File: config.mk
export PLATFORM = sky130hd
export DESIGN_NAME = json_pointer_token_parser_unit
export DESIGN_NICKNAME = d
export VERILOG_FILES = /design/src/hw/rtl/jptp_pkg.sv /design/src/hw/rtl/json_pointer_token_parser_unit.sv /design/src/hw/rtl/jptp_core.sv /design/src/hw/rtl/jptp_out_fifo.sv
export SDC_FILE = /design/constraint.sdc
export NUM_CORES = 2
export LEC_CHECK = 0
export ABC_CLOCK_PERIOD_IN_PS = 5300
export BUFFER_PORTS_ARGS = -buffer_cell sky130_fd_sc_hd__buf_4
export CORE_MARGIN = 3
export CORE_UTILIZATION = 55
export CTS_CLUSTER_DIAMETER = 200
export CTS_CLUSTER_SIZE = 40
export DETAILED_ROUTE_END_ITERATION = 10
export PLACE_DENSITY = 0.72
export SLEW_MARGIN = 20
export SYNTH_ARGS = -nofsm -noshare
export SYNTH_HDL_FRONTEND = slang
export SYNTH_SLANG_ARGS = --single-unit
export TNS_END_PERCENT = 20
File: constraint.sdc
create_clock -name clk_i -period 5.3 [get_ports clk_i]
set_input_delay 1.06 -clock clk_i [delete_from_list [all_inputs] [get_ports clk_i]]
set_output_delay 1.06 -clock clk_i [all_outputs]
set_load 0.01 [all_outputs]
File: src/hw/rtl/jptp_pkg.sv
`default_nettype none

package jptp_pkg;

  // Result kinds
  typedef enum logic [1:0] {
    KIND_BYTE      = 2'd0,
    KIND_TOKEN_END = 2'd1,
    KIND_ERROR     = 2'd2,
    KIND_EMPTY     = 2'd3
  } kind_e;

  // Error codes
  typedef enum logic [1:0] {
    ERR_NO_SLASH       = 2'd0,
    ERR_DANGLING_TILDE = 2'd1,
    ERR_BAD_ESCAPE     = 2'd2
  } err_e;

  // Characters of the pointer syntax
  localparam logic [7:0] CharTilde = 8'h7E;
  localparam logic [7:0] CharSlash = 8'h2F;
  localparam logic [7:0] CharZero  = 8'h30;
  localparam logic [7:0] CharOne   = 8'h31;
  localparam logic [7:0] CharNine  = 8'h39;
  localparam logic [7:0] CharDash  = 8'h2D;

  // Parameter defaults
  localparam int unsigned IndexBitsDef  = 32;
  localparam int unsigned OffsetBitsDef = 16;

  // Result queue geometry
  localparam int unsigned FifoDepth = 8;
  localparam int unsigned FifoPtrW  = 3;

  // One result beat
  typedef struct packed {
    kind_e        kind;
    logic [7:0]   out_byte;
    logic [15:0]  token_number;
    logic         index_ok;
    logic [31:0]  index_value;
    err_e         error_code;
    logic [15:0]  error_offset;
    logic         last;
  } res_t;

  // Results pushed by the parser in one cycle
  typedef struct packed {
    logic         pend;   // an item sits in the input register
    logic [1:0]   cnt;    // results pushed this cycle
    res_t [1:0]   res;    // res[0] goes first
  } push_t;

  function automatic res_t make_byte(input logic [7:0] ch, input logic [15:0] tnum);
    res_t r;
    r              = '0;
    r.kind         = KIND_BYTE;
    r.out_byte     = ch;
    r.token_number = tnum;
    return r;
  endfunction

  function automatic res_t make_err(input err_e code, input logic [15:0] off,
                                    input logic [15:0] tnum);
    res_t r;
    r              = '0;
    r.kind         = KIND_ERROR;
    r.token_number = tnum;
    r.error_code   = code;
    r.error_offset = off;
    r.last         = 1'b1;
    return r;
  endfunction

  function automatic res_t make_empty();
    res_t r;
    r      = '0;
    r.kind = KIND_EMPTY;
    r.last = 1'b1;
    return r;
  endfunction

endpackage

`default_nettype wire

File: src/hw/rtl/json_pointer_token_parser_unit.sv
// Result path: an accepted input beat passes through the input register, then its results
// pass through the result queue before they are valid.
// Throughput: one input beat per cycle unless in_stall_o is high; one result beat leaves per
// cycle unless out_stall_i is high, so beats that give two results (byte or slash at end
// of text) leave as two result beats. The 8-entry result queue sets when input stalls.
// Reset (rst_ni low, asynchronous) clears the parser state and empties the queue.
`default_nettype none

module json_pointer_token_parser_unit #(
  parameter int unsigned INDEX_BITS  = jptp_pkg::IndexBitsDef,
  parameter int unsigned OFFSET_BITS = jptp_pkg::OffsetBitsDef
) (
  input  wire logic        clk_i,
  input  wire logic        rst_ni,
  input  wire logic        in_valid_i,
  output logic             in_stall_o,
  input  wire logic [7:0]  text_byte_i,
  input  wire logic        byte_present_i,
  input  wire logic        end_of_text_i,
  output logic             out_valid_o,
  input  wire logic        out_stall_i,
  output logic [1:0]       kind_o,
  output logic [7:0]       out_byte_o,
  output logic [15:0]      token_number_o,
  output logic             index_ok_o,
  output logic [31:0]      index_value_o,
  output logic [1:0]       error_code_o,
  output logic [15:0]      error_offset_o,
  output logic             last_o
);

  localparam int unsigned LvlW = jptp_pkg::FifoPtrW + 2;

  jptp_pkg::push_t                 push;
  jptp_pkg::res_t                  head;
  logic [jptp_pkg::FifoPtrW:0]     level;
  logic [LvlW-1:0]                 booked;
  logic                            take;

  // Room for the beat in flight and the next one, two results each
  assign booked     = LvlW'(level) + (push.pend ? LvlW'(2) : LvlW'(0));
  assign in_stall_o = booked > LvlW'(jptp_pkg::FifoDepth - 2);
  assign take       = in_valid_i && !in_stall_o;

  jptp_core #(
    .INDEX_BITS  (INDEX_BITS),
    .OFFSET_BITS (OFFSET_BITS)
  ) u_core (
    .clk_i          (clk_i),
    .rst_ni         (rst_ni),
    .take_i         (take),
    .text_byte_i    (text_byte_i),
    .byte_present_i (byte_present_i),
    .end_of_text_i  (end_of_text_i),
    .push_o         (push)
  );

  jptp_out_fifo u_out_fifo (
    .clk_i       (clk_i),
    .rst_ni      (rst_ni),
    .push_i      (push),
    .out_stall_i (out_stall_i),
    .out_valid_o (out_valid_o),
    .head_o      (head),
    .level_o     (level)
  );

  assign kind_o         = head.kind;
  assign out_byte_o     = head.out_byte;
  assign token_number_o = head.token_number;
  assign index_ok_o     = head.index_ok;
  assign index_value_o  = head.index_value;
  assign error_code_o   = head.error_code;
  assign error_offset_o = head.error_offset;
  assign last_o         = head.last;

endmodule

`default_nettype wire

File: src/hw/rtl/jptp_core.sv
`default_nettype none

module jptp_core #(
  parameter int unsigned INDEX_BITS  = jptp_pkg::IndexBitsDef,
  parameter int unsigned OFFSET_BITS = jptp_pkg::OffsetBitsDef
) (
  input  wire logic            clk_i,
  input  wire logic            rst_ni,
  input  wire logic            take_i,
  input  wire logic [7:0]      text_byte_i,
  input  wire logic            byte_present_i,
  input  wire logic            end_of_text_i,
  output jptp_pkg::push_t      push_o
);

  localparam int unsigned OffW = (OFFSET_BITS < 16) ? OFFSET_BITS : 16;
  localparam int unsigned WideW = INDEX_BITS + 4;

  // First-byte classes of a token
  localparam logic [1:0] FzdNone = 2'd0;
  localparam logic [1:0] FzdZero = 2'd1;
  localparam logic [1:0] FzdDash = 2'd2;

  // Input register
  logic        pv_q, pv_d;
  logic [7:0]  byte_q;
  logic        pres_q, eot_q;

  // Parser state
  logic                  started_q, started_d;
  logic                  tilde_q, tilde_d;
  logic                  skip_q, skip_d;
  logic [OffW-1:0]       off_q, off_d;
  logic [15:0]           tcnt_q, tcnt_d;
  logic [1:0]            tlen_q, tlen_d;
  logic [1:0]            fzd_q, fzd_d;
  logic                  adno_q, adno_d;
  logic [INDEX_BITS-1:0] acc_q, acc_d;

  // Token state after taking one more byte
  logic [7:0]            feed_ch;
  logic                  is_digit;
  logic [WideW-1:0]      wide;
  logic                  ovf;
  logic [1:0]            tlen_f, fzd_f;
  logic                  adno_f;
  logic [INDEX_BITS-1:0] acc_f;

  // Saturated offsets and token count
  logic [OffW:0]         off_sum1, off_sum2;
  logic [OffW-1:0]       off_inc1, off_inc2;
  logic [15:0]           tcnt_inc;
  logic [15:0]           off16;

  // Result builders
  jptp_pkg::res_t        res0, res1;
  logic [1:0]            nres;
  logic                  clr, set_skip;

  function automatic jptp_pkg::res_t tok_res(input logic [1:0] len, input logic [1:0] fzd,
                                             input logic adno,
                                             input logic [INDEX_BITS-1:0] acc,
                                             input logic [15:0] tnum, input logic lst);
    jptp_pkg::res_t r;
    logic           ok;
    ok             = (len != 2'd0) && adno && !((len == 2'd2) && (fzd == FzdZero));
    r              = '0;
    r.kind         = jptp_pkg::KIND_TOKEN_END;
    r.token_number = tnum;
    r.index_ok     = ok;
    r.index_value  = ok ? 32'(acc) : 32'd0;
    r.last         = lst;
    return r;
  endfunction

  // Byte fed to the index check: decoded escape or the plain byte
  always_comb begin
    if (tilde_q) begin
      feed_ch = (byte_q == jptp_pkg::CharZero) ? jptp_pkg::CharTilde : jptp_pkg::CharSlash;
    end else begin
      feed_ch = byte_q;
    end
    is_digit = (feed_ch >= jptp_pkg::CharZero) && (feed_ch <= jptp_pkg::CharNine);
    // acc * 10 + digit as shift-add
    wide = ({4'd0, acc_q} << 3) + ({4'd0, acc_q} << 1) + WideW'(feed_ch[3:0]);
    ovf  = |wide[WideW-1:INDEX_BITS];
    tlen_f = (tlen_q == 2'd2) ? 2'd2 : tlen_q + 2'd1;
    if (tlen_q == 2'd0) begin
      fzd_f = (feed_ch == jptp_pkg::CharZero) ? FzdZero :
              ((feed_ch == jptp_pkg::CharDash) ? FzdDash : FzdNone);
    end else begin
      fzd_f = fzd_q;
    end
    adno_f = adno_q && is_digit && !ovf;
    acc_f  = adno_f ? wide[INDEX_BITS-1:0] : acc_q;
  end

  // Saturating counters
  assign off_sum1 = {1'b0, off_q} + (OffW+1)'(1);
  assign off_sum2 = {1'b0, off_q} + (OffW+1)'(2);
  assign off_inc1 = off_sum1[OffW] ? {OffW{1'b1}} : off_sum1[OffW-1:0];
  assign off_inc2 = off_sum2[OffW] ? {OffW{1'b1}} : off_sum2[OffW-1:0];
  assign tcnt_inc = (tcnt_q == 16'hFFFF) ? tcnt_q : tcnt_q + 16'd1;
  assign off16    = 16'(off_q);

  // Parse the registered beat
  always_comb begin
    pv_d      = take_i;
    started_d = started_q;
    tilde_d   = tilde_q;
    skip_d    = skip_q;
    off_d     = off_q;
    tcnt_d    = tcnt_q;
    tlen_d    = tlen_q;
    fzd_d     = fzd_q;
    adno_d    = adno_q;
    acc_d     = acc_q;
    res0      = '0;
    res1      = '0;
    nres      = 2'd0;
    clr       = 1'b0;
    set_skip  = 1'b0;

    if (pv_q) begin
      priority if (skip_q) begin
        clr = eot_q;
      end else if (!started_q) begin
        if (!pres_q) begin
          res0     = jptp_pkg::make_empty();
          nres     = 2'd1;
          clr      = 1'b1;
          set_skip = !eot_q;
        end else if (byte_q != jptp_pkg::CharSlash) begin
          res0     = jptp_pkg::make_err(jptp_pkg::ERR_NO_SLASH, 16'd0, tcnt_q);
          nres     = 2'd1;
          clr      = 1'b1;
          set_skip = !eot_q;
        end else if (eot_q) begin
          // lone slash: one empty token
          res0 = tok_res(2'd0, FzdNone, 1'b1, '0, 16'd0, 1'b1);
          nres = 2'd1;
          clr  = 1'b1;
        end else begin
          started_d = 1'b1;
          tilde_d   = 1'b0;
          skip_d    = 1'b0;
          off_d     = OffW'(1);
          tcnt_d    = 16'd0;
          tlen_d    = 2'd0;
          fzd_d     = FzdNone;
          adno_d    = 1'b1;
          acc_d     = '0;
        end
      end else if (!pres_q) begin
        // no byte; may close the text
        if (eot_q) begin
          if (tilde_q) begin
            res0 = jptp_pkg::make_err(jptp_pkg::ERR_DANGLING_TILDE, off16, tcnt_q);
          end else begin
            res0 = tok_res(tlen_q, fzd_q, adno_q, acc_q, tcnt_q, 1'b1);
          end
          nres = 2'd1;
          clr  = 1'b1;
        end
      end else if (tilde_q) begin
        if ((byte_q == jptp_pkg::CharZero) || (byte_q == jptp_pkg::CharOne)) begin
          res0 = jptp_pkg::make_byte(feed_ch, tcnt_q);
          if (eot_q) begin
            res1 = tok_res(tlen_f, fzd_f, adno_f, acc_f, tcnt_q, 1'b1);
            nres = 2'd2;
            clr  = 1'b1;
          end else begin
            nres    = 2'd1;
            tilde_d = 1'b0;
            off_d   = off_inc2;
            tlen_d  = tlen_f;
            fzd_d   = fzd_f;
            adno_d  = adno_f;
            acc_d   = acc_f;
          end
        end else begin
          res0 = jptp_pkg::make_err((byte_q == jptp_pkg::CharSlash) ?
                                    jptp_pkg::ERR_DANGLING_TILDE : jptp_pkg::ERR_BAD_ESCAPE,
                                    off16, tcnt_q);
          nres     = 2'd1;
          clr      = 1'b1;
          set_skip = !eot_q;
        end
      end else if (byte_q == jptp_pkg::CharSlash) begin
        res0 = tok_res(tlen_q, fzd_q, adno_q, acc_q, tcnt_q, 1'b0);
        if (eot_q) begin
          // trailing slash closes an empty token too
          res1 = tok_res(2'd0, FzdNone, 1'b1, '0, tcnt_inc, 1'b1);
          nres = 2'd2;
          clr  = 1'b1;
        end else begin
          nres   = 2'd1;
          tcnt_d = tcnt_inc;
          tlen_d = 2'd0;
          fzd_d  = FzdNone;
          adno_d = 1'b1;
          acc_d  = '0;
          off_d  = off_inc1;
        end
      end else if (byte_q == jptp_pkg::CharTilde) begin
        if (eot_q) begin
          res0 = jptp_pkg::make_err(jptp_pkg::ERR_DANGLING_TILDE, off16, tcnt_q);
          nres = 2'd1;
          clr  = 1'b1;
        end else begin
          tilde_d = 1'b1;
        end
      end else begin
        res0 = jptp_pkg::make_byte(byte_q, tcnt_q);
        if (eot_q) begin
          res1 = tok_res(tlen_f, fzd_f, adno_f, acc_f, tcnt_q, 1'b1);
          nres = 2'd2;
          clr  = 1'b1;
        end else begin
          nres   = 2'd1;
          off_d  = off_inc1;
          tlen_d = tlen_f;
          fzd_d  = fzd_f;
          adno_d = adno_f;
          acc_d  = acc_f;
        end
      end
    end

    // End of text, error or empty marker: back to the start state
    if (clr) begin
      started_d = 1'b0;
      tilde_d   = 1'b0;
      skip_d    = set_skip;
      off_d     = '0;
      tcnt_d    = 16'd0;
      tlen_d    = 2'd0;
      fzd_d     = FzdNone;
      adno_d    = 1'b1;
      acc_d     = '0;
    end
  end

  assign push_o.pend   = pv_q;
  assign push_o.cnt    = nres;
  assign push_o.res[0] = res0;
  assign push_o.res[1] = res1;

  // Control and parser state
  always_ff @(posedge clk_i or negedge rst_ni) begin
    if (!rst_ni) begin
      pv_q      <= 1'b0;
      started_q <= 1'b0;
      tilde_q   <= 1'b0;
      skip_q    <= 1'b0;
      off_q     <= '0;
      tcnt_q    <= 16'd0;
      tlen_q    <= 2'd0;
      fzd_q     <= FzdNone;
      adno_q    <= 1'b1;
      acc_q     <= '0;
    end else begin
      pv_q      <= pv_d;
      started_q <= started_d;
      tilde_q   <= tilde_d;
      skip_q    <= skip_d;
      off_q     <= off_d;
      tcnt_q    <= tcnt_d;
      tlen_q    <= tlen_d;
      fzd_q     <= fzd_d;
      adno_q    <= adno_d;
      acc_q     <= acc_d;
    end
  end

  // Input payload register
  always_ff @(posedge clk_i) begin
    if (take_i) begin
      byte_q <= text_byte_i;
      pres_q <= byte_present_i;
      eot_q  <= end_of_text_i;
    end
  end

endmodule

`default_nettype wire

File: src/hw/rtl/jptp_out_fifo.sv
`default_nettype none

module jptp_out_fifo (
  input  wire logic                             clk_i,
  input  wire logic                             rst_ni,
  input  jptp_pkg::push_t                       push_i,
  input  wire logic                             out_stall_i,
  output logic                                  out_valid_o,
  output jptp_pkg::res_t                        head_o,
  output logic [jptp_pkg::FifoPtrW:0]           level_o
);

  localparam int unsigned PtrW = jptp_pkg::FifoPtrW;

  jptp_pkg::res_t         mem_q [jptp_pkg::FifoDepth];
  logic [PtrW-1:0]        wptr_q, wptr_d;
  logic [PtrW-1:0]        rptr_q, rptr_d;
  logic [PtrW:0]          cnt_q, cnt_d;
  logic [PtrW-1:0]        wptr_nx;
  logic                   pop;

  assign out_valid_o = (cnt_q != '0);
  assign head_o      = mem_q[rptr_q];
  assign level_o     = cnt_q;
  assign pop         = out_valid_o && !out_stall_i;
  assign wptr_nx     = wptr_q + PtrW'(1);

  // Pointer and fill level update
  always_comb begin
    wptr_d = wptr_q + PtrW'(push_i.cnt);
    rptr_d = pop ? rptr_q + PtrW'(1) : rptr_q;
    cnt_d  = cnt_q + (PtrW+1)'(push_i.cnt) - (PtrW+1)'(pop);
  end

  always_ff @(posedge clk_i or negedge rst_ni) begin
    if (!rst_ni) begin
      wptr_q <= '0;
      rptr_q <= '0;
      cnt_q  <= '0;
    end else begin
      wptr_q <= wptr_d;
      rptr_q <= rptr_d;
      cnt_q  <= cnt_d;
    end
  end

  // Up to two result beats written per cycle
  always_ff @(posedge clk_i) begin
    if (push_i.cnt != 2'd0) begin
      mem_q[wptr_q] <= push_i.res[0];
    end
    if (push_i.cnt == 2'd2) begin
      mem_q[wptr_nx] <= push_i.res[1];
    end
  end

endmodule

`default_nettype wire

==> impl_metrics.json <==
{
  "startpoint_type": "flop",
  "post-route-period-util_pct": 95.42,
  "path_max_fanout": 79,
  "num_vias": 29250,
  "p_leak_nw": 13.44,
  "cts_tree": "done",
  "r2r_setup_slack_ps": 240,
  "grt_pass1_vias": 28930,
  "die_h_um": 265.9,
  "ys_seq_elements": 717,
  "cts_buffers": 21,
  "drc": 0,
  "routedWlPerCell_um": 25.96,
  "worstSetupPathType": "reg2reg",
  "final_area_mm2": 0.03919,
  "max-cap-violations": 0,
  "io_pins": 94,
  "track_usage_pct": 30.47,
  "max_freq_mhz": 197.7,
  "placedInstanceArea_mm2": 0.03855,
  "grt_max_degree": 109,
  "ys_types": 83,
  "routed_wl_um": 109900,
  "yosys_warnings": 0,
  "power.density_mw_per_mm2": 320.2,
  "antenna_found_initial": 1,
  "hp-class": "in2async",
  "rsz0062_at_grt": "no",
  "arrival_ps": 5480,
  "worstMarginPinSlew_ps": 1130,
  "syn_area_per_cell_um2": 10.68,
  "start_util_pct": 56.01,
  "syn_inst": 3479,
  "clock_skew_ps": 38.12,
  "area_growth_pct": 5.493,
  "place_congestion": 0.9324,
  "root_buffer": "clkbuf_16",
  "cts.path.max_buffers": 3,
  "drt_iter0_markers": 3624,
  "seq_area_frac_synth_pct": 51.02,
  "setup_violations": 0,
  "max_slew_margin_pct": 24.65,
  "cts_hold_buffers": 0,
  "nets": 3460,
  "syn-num-nets": 3582,
  "routed_via_density": 6.907,
  "final_common_cell": "nand2_1",
  "path_clk_slew_ps": 160,
  "io_buffers": 93,
  "drive_above_1_share_pct": 14.60,
  "dieWidth_um": 265.9,
  "outcome": "finished clean",
  "nFillCells": 5412,
  "post_cts_resized": 0,
  "yosys.area.top_type_share_pct": 33.78,
  "slew_violations": 0,
  "grt_overflow_total": 0,
  "grt_pass1_wl_um": 168000,
  "yosys.area.top_type": "edfxtp_1",
  "endpoint_kind": "flop",
  "vdd_drop_max_v": 0.0003282,
  "antenna_cells": 0,
  "clock-sinks": 717,
  "period_needed_ps": 5057,
  "synthArstFlopShare_pct": 11.58,
  "row_count": 94,
  "hold_viol_final": 0,
  "synth_edf_count": 418,
  "final_antenna_net_count": 0,
  "first_pass_iters": 6,
  "synthTopCellsByArea": "edfxtp_1, dfxtp_1, mux4_2",
  "fin_tns_setup_ps": 0,
  "dieArea_mm2": 0.07071,
  "clkLatencyLatePin_ps": 630,
  "dpl.hpwl_um": 65400,
  "syn_area_mm2": 0.03715,
  "synthFlopType": "edfxtp_1",
  "most-common-layout-cells": "nand2_1, edfxtp_1, nor2_1, o31ai_1, a21oi_1",
  "cts_setup_buffers": 0,
  "core_mm2": 0.06633,
  "worstPathRequired_ps": 5730,
  "htreeDepth": 1
}
-- per-layer routing --
metal | track usage, % | up-vias | routed length, um
met4 | 9.677 | 2 | 3207
met2 | 49.07 | 1880 | 51340
met5 | 0 | - | 13
met1 | 42.44 | 14370 | 42900
met3 | 5.439 | 268 | 12480
li1 | - | 12730 | -
-- cells in the mapped netlist, drive strengths merged, types with 12 or more instances --
| cell | number |
|---|---|
| a21o | 34 |
| buf | 89 |
| o31ai | 285 |
| ha | 85 |
| a31oi | 15 |
| and3 | 32 |
| nand2 | 454 |
| or3 | 12 |
| a21oi | 247 |
| nor3 | 25 |
| inv | 51 |
| nand3 | 61 |
| o22ai | 138 |
| mux2i | 28 |
| xor2 | 20 |
| nand4 | 18 |
| dfrtp | 82 |
| o21ai | 115 |
| xnor2 | 16 |
| nor2 | 420 |
| mux2 | 80 |
| dfxtp | 216 |
| mux4 | 156 |
| edfxtp | 418 |
| clkbuf | 223 |
-- sequential cells by signal (all words and copies together) (netlist names) --
register / count
u_core.tcnt_q: 16
u_core.fzd_q: 2
u_core.tilde_q: 1
u_core.off16: 16
u_core.pv_q: 1
u_core.skip_q: 1
u_core.tlen_q: 2
u_core.eot_q: 1
u_out_fifo.rptr_q: 3
u_out_fifo.mem_q: 624
u_core.acc_q: 32
u_out_fifo.level_o: 4
u_core.byte_q: 8
u_core.pres_q: 1
u_out_fifo.wptr_q: 3
u_core.adno_q: 1
u_core.started_q: 1
-- cell type report --
class	count	area [um2]	share of cell area (%)
inverters	51	191.4	0.4884
well taps	864	1081	2.758
multi-input cells	2399	16900	43.11
clock inverters	1	30.03	0.07662
clock buffers	36	581.8	1.484
repair buffers	167	1449	3.697
flip-flops and latches	717	18970	48.39
-- kinds of logic after synthesis --
group	after synthesis	synth area share (%)
buffers and inverters	363	3.866
multiplexers	264	12.64
AO/OA/AOI/OAI	938	16.42
flip-flops	717	51.02
adder cells (fa/ha/maj)	89	3.078
XOR/XNOR	36	0.8486
AND/OR/NAND/NOR	1072	12.13
-- where the power goes --
part           internal (mW)  switching [mW]  leakage [nW]  total (mW)
Sequential              6.11           0.403          6.41        6.52
Clock                  0.817            1.65         0.291        2.47
Combinational           1.67            1.90          6.74        3.57
Total                   8.60            3.95          13.4        12.6
-- worst paths after layout --
path	startpoint	end	depth (start not counted)
hold reg to reg	u_out_fifo.mem_q[7][77]	u_out_fifo.mem_q[7][77]	2
hold / removal	rst_ni	u_core.acc_q[17]	1
setup / recovery	u_core.byte_q[2]	u_out_fifo.mem_q[2][29]	15
min in group clk_i	u_out_fifo.mem_q[7][77]	u_out_fifo.mem_q[7][77]	2
max in group asynchronous	rst_ni	u_core.tcnt_q[9]	2
setup reg to reg	u_core.byte_q[2]	u_out_fifo.mem_q[2][29]	15
-- worst max-delay path, stage by stage, from the launching register on --
cell      delay, ps
edfxtp_1        480
or2_2           340
ha_1            290
ha_1            230
fa_1            500
a211oi_1        370
o21ai_0         230
a21oi_1         340
o211a_4         270
o21ba_2         170
nor2_1           60
nor3_2          310
nand4_1         280
buf_4           340
buf_16          260
o31ai_1         340
-- stage by stage --
step	worst slack [ps]	utilization, %	hold slack, ps	power [mW]	std cells
global placement	499.6	58.11	439.3	10.16	4197
floorplan	913.5	-	433.2	8.790	3479
global route	26.82	59.09	493.5	12.99	4235
CTS	336.0	59.03	471.2	12.57	4234
detailed placement	353.3	58.11	451.6	10.21	4197
finish	242.8	59.09	471.0	12.55	4235
Power figures use the tool's default switching activity.
